<file path="config.mk">
export PLATFORM = sky130hd
export DESIGN_NAME = smpq_cell
export DESIGN_NICKNAME = d
export VERILOG_FILES = /design/src/smpq_pkg.sv /design/src/smpq_cell.sv
export SDC_FILE = /design/constraint.sdc
export NUM_CORES = 1
export LEC_CHECK = 0
export BUFFER_PORTS_ARGS = -buffer_cell sky130_fd_sc_hd__buf_2
export CELL_PAD_IN_SITES_DETAIL_PLACEMENT = 0
export CELL_PAD_IN_SITES_GLOBAL_PLACEMENT = 2
export CORE_AREA = 2 2 100 102
export DETAILED_ROUTE_END_ITERATION = 10
export DIE_AREA = 0 0 102 104
export PLACE_DENSITY = 0.91
export SETUP_SLACK_MARGIN = 0.2
export SYNTH_ARGS = -nofsm -noshare
export SYNTH_HDL_FRONTEND = slang
export SYNTH_SLANG_ARGS = --single-unit
</file>
<file path="constraint.sdc">
create_clock -name clk -period 7.5 [get_ports clk]
set_input_delay 1.5 -clock clk [delete_from_list [all_inputs] [get_ports clk]]
set_output_delay 1.5 -clock clk [all_outputs]
set_load 0.01 [all_outputs]
</file>
<file path="src/smpq_pkg.sv">
// shared constants, codes and types of the sorted max-priority queue
package smpq_pkg;

    // default number of cells in the row
    localparam int DEPTH_DEF = 64;

    // fixed field widths
    localparam int VALUE_W  = 32;
    localparam int STATUS_W = 2;
    localparam int OCC_W    = 7;

    // request modes
    localparam logic MODE_INSERT = 1'b0;
    localparam logic MODE_REMOVE = 1'b1;

    // result status codes
    localparam logic [STATUS_W-1:0] STATUS_DONE  = 2'd0;
    localparam logic [STATUS_W-1:0] STATUS_FULL  = 2'd1;
    localparam logic [STATUS_W-1:0] STATUS_EMPTY = 2'd2;

    // per-cell control from the row controller
    typedef struct packed {
        logic insert;    // insert request that the store can take
        logic remove;    // remove request on a non-empty store
        logic occupied;  // cell holds a valid entry
        logic at_end;    // cell is the first free position
    } smpq_cell_ctrl_t;

endpackage

</file>
<file path="src/smpq_cell.sv">
// one cell of the sorted store: holds an entry, compares and shifts
module smpq_cell
    import smpq_pkg::*;
(
    input  logic                       clk,
    input  smpq_cell_ctrl_t            ctrl,
    input  logic signed [VALUE_W-1:0]  new_value,
    input  logic signed [VALUE_W-1:0]  left_value,
    input  logic                       left_take,
    input  logic signed [VALUE_W-1:0]  right_value,
    output logic signed [VALUE_W-1:0]  entry,
    output logic                       take
);

    logic signed [VALUE_W-1:0] entry_reg;
    logic signed [VALUE_W-1:0] entry_next;

    // new value goes at or ahead of this entry when it is not smaller
    assign take  = ctrl.occupied && (new_value >= entry_reg);
    assign entry = entry_reg;

    // shift right on insert, shift left on remove
    always_comb
    begin
        entry_next = entry_reg;
        if (ctrl.insert)
        begin
            if (left_take)
                entry_next = left_value;
            else if (take || ctrl.at_end)
                entry_next = new_value;
        end
        else if (ctrl.remove)
        begin
            entry_next = right_value;
        end
    end

    // entry storage, no reset: read only below the count
    always_ff @(posedge clk)
    begin
        entry_reg <= entry_next;
    end

endmodule

</file>
==> impl_metrics.env <==
export IMPL_via_per_inst=4.25
export IMPL_core_um2=9550
export IMPL_fin_ws_ns=2.66
export IMPL_cp_slowest_cell="nor4_1"
export IMPL_clock_path_buffers=2
export IMPL_synth_distinct_cells=28
export IMPL_grt_pass1_wl_um=10300
export IMPL_avgRoutedWirePerCell_um=12.3
export IMPL_rsz0062_at_grt="no"
export IMPL_routed_via_count=2258
export IMPL_power_mw=0.515
export IMPL_leakage_nw=1.75
export IMPL_worstMarginPinSlew_ns=0.798
export IMPL_fmax_mhz=207
export IMPL_grt_pass1_vias=2194
export IMPL_cts_tree="done"
export IMPL_drt_iter0_markers=50
export IMPL_detail_route_antenna_nets=0
export IMPL_ios=135
export IMPL_layoutNonFillerInstCount=531
export IMPL_dieArea_um2=10600
export IMPL_grt_max_degree=67
export IMPL_tns_ns=0
export IMPL_path_cells="buf_2 > ha_1 > nand4_2 > nor4_1 > o21ai_2 > a31o_1 > a41oi_2 > buf_2"
export IMPL_maxSlewViolCount=0
export IMPL_wl_um=6520
export IMPL_cts_made_buffers=5
export IMPL_dp_hpwl_um=5230
export IMPL_post_cts_resized=0
export IMPL_antenna_cells=0
export IMPL_cp_required_ns=6.00
export IMPL_max_slew_margin=0.468
export IMPL_clock_skew_ns=0.00735
export IMPL_path_buf_inv=2
export IMPL_ys_ff_latch=32
export IMPL_post_dp_cell_area_um2=3310
export IMPL_fin_area_um2=3390
export IMPL_track_usage=0.123
export IMPL_numClockSinks=32
export IMPL_startpoint_type="input port"
export IMPL_largest_reg_flops=32
export IMPL_maxCapViolations=0
export IMPL_area_growth_pct=35.5
export IMPL_criticalPathCategory="input port to output port"
export IMPL_drive_gt1_frac=0.372
export IMPL_p_per_area_nw_per_um2=152
export IMPL_port_buffers=134
export IMPL_setup_viol=0
export IMPL_syn_area_um2=2500
export IMPL_first_pass_iters=4
export IMPL_dp_slack_ns=2.62
export IMPL_outcome="finished clean"
export IMPL_layout_nets=531
export IMPL_finalCritPeriodShare=0.645
export IMPL_vdd_drop_max_mv=0.0663
export IMPL_syn_area_per_cell_um2=9.44
export IMPL_hp_class="input port to flop"
export IMPL_fill_cells=1069
export IMPL_synth_cells=265
export IMPL_antenna_found_initial=0
export IMPL_initial_core_util=0.262
export IMPL_overflow=0
export IMPL_final_core_util=0.355
export IMPL_post_cts_setup_buffer_count=0
export IMPL_multi_input_area_um2=1370
export IMPL_worst_hold_slack_ns=1.54
export IMPL_post_route_min_period_ns=4.84
export IMPL_critPathMostFrequentCell="buf_2"
export IMPL_cts_root_buf="clkbuf_8"
export IMPL_critical_path_top_delay_family="simple AND/OR/NAND/NOR gates"
export IMPL_cp_slowest_stage_delay_ns=0.53
export IMPL_dieHeight_um=104
export IMPL_path_max_fanout=3
export IMPL_h_tree_depth=2
export IMPL_dp_cells=523
export IMPL_cts_hold_buf=0
export IMPL_syn_num_nets=399
export IMPL_clkLatencyLatePin_ns=0.28
export IMPL_synth_area_leaders="edfxtp_1 38%, ha_1 16%, mux2i_1 13%"
export IMPL_clk_pin_slew_ns=0.07
export IMPL_yosysTopAreaCell="edfxtp_1"
export IMPL_seq_area_frac_synth=0.384
export IMPL_final_seq_area_um2=961
export IMPL_drc=0
export IMPL_worstSetupEndpointType="output port"
export IMPL_gp_routability_congestion=0.768
export IMPL_hold_viol_final=0
export IMPL_ys_warn_count=0
export IMPL_fp_row_count=36
export IMPL_die_x_um=102
export IMPL_yosys_area_top_type_share=0.384
export IMPL_worstPathArrival_ns=3.34
-- worst reg2reg max path, cell delays in order, from the launching register on --
cell and delay, ns:
edfxtp_1 0.36, inv_1 0.05, ha_1 0.30, nand4_2 0.15
nor4_1 0.53, o21ai_2 0.13, a31o_1 0.25, a41oi_2 0.19
o22a_2 0.72
-- layout by cell type, fill, tap and decap left out, types with 2 or more instances in the layout --
cell      Yosys  layout
a21oi_1      48      48
clkbuf_1      7       2
a21o_1        2       2
nand2_1      10      10
nand4_1       4       4
nand4_2       3       3
buf_2         3     134
clkbuf_8      0       5
nand2b_1      2       2
o21ai_0       4       4
edfxtp_1     32      32
nor2_1       35      35
buf_4         0       2
nor4_1        2       2
inv_1        34      34
o21a_1        2       2
mux2i_1      33      33
ha_1         32      32
-- where the power goes --
group / internal, mW / switching (mW) / leakage [nW]
clock: 0.0646 / 0.0642 / 0.0399
combinational: 0.0728 / 0.0854 / 1.39
sequential: 0.220 / 0.00823 / 0.316
-- metal layers --
| metal | GRT usage | wire length [um] | vias up |
|---|---|---|---|
| met4 | 0.0314 | 69 | 0 |
| met2 | 0.204 | 3100 | 67 |
| met1 | 0.159 | 2990 | 978 |
| li1 | - | - | 1208 |
| met5 | 0 | 0 | - |
| met3 | 0.0296 | 368 | 5 |
-- area by class of cell --
cell class / count / share of cell area
Sequential cell: 32 / 0.283
Tap cell: 133 / 0.0491
Multi-Input combinational cell: 188 / 0.404
Clock buffer: 7 / 0.0225
Clock inverter: 1 / 0.00111
Inverter: 34 / 0.0377
Timing Repair Buffer: 136 / 0.202
-- cells by family (layout without fill, tap and decap cells) --
kind of cell	after synthesis	count (layout)	synth area share
AO/OA/AOI/OAI	62	62	0.140
adder cells (fa/ha/maj)	32	32	0.160
buffers and inverters	45	178	0.0690
flip-flops	32	32	0.384
multiplexers	33	33	0.132
AND/OR/NAND/NOR	61	61	0.115
-- Yosys cell counts, drive strengths merged --
cell,count
nor2,35
a41oi,1
nor3,1
o21a,2
a31o,1
nand3,1
nor4,2
nand4,7
or2,1
o221ai,1
clkbuf,7
ha,32
a21oi,48
inv,34
nand2,10
or4,1
o21ai,5
nand2b,2
a21o,2
or2b,1
mux2i,33
edfxtp,32
o22a,1
a211oi,1
buf,4
-- path summary, 6_finish.rpt --
path                   startpoint   endpoint  slack [ns]  depth (start not counted)
setup reg to reg        entry[14]   entry[8]        4.45                          8
hold / removal    right_value[17]  entry[17]        1.54                          3
hold reg to reg         entry[31]  entry[10]        1.66                          6
setup / recovery    new_value[14]       take        2.66                          8
Note: power is estimated with default switching activity, not from simulation.
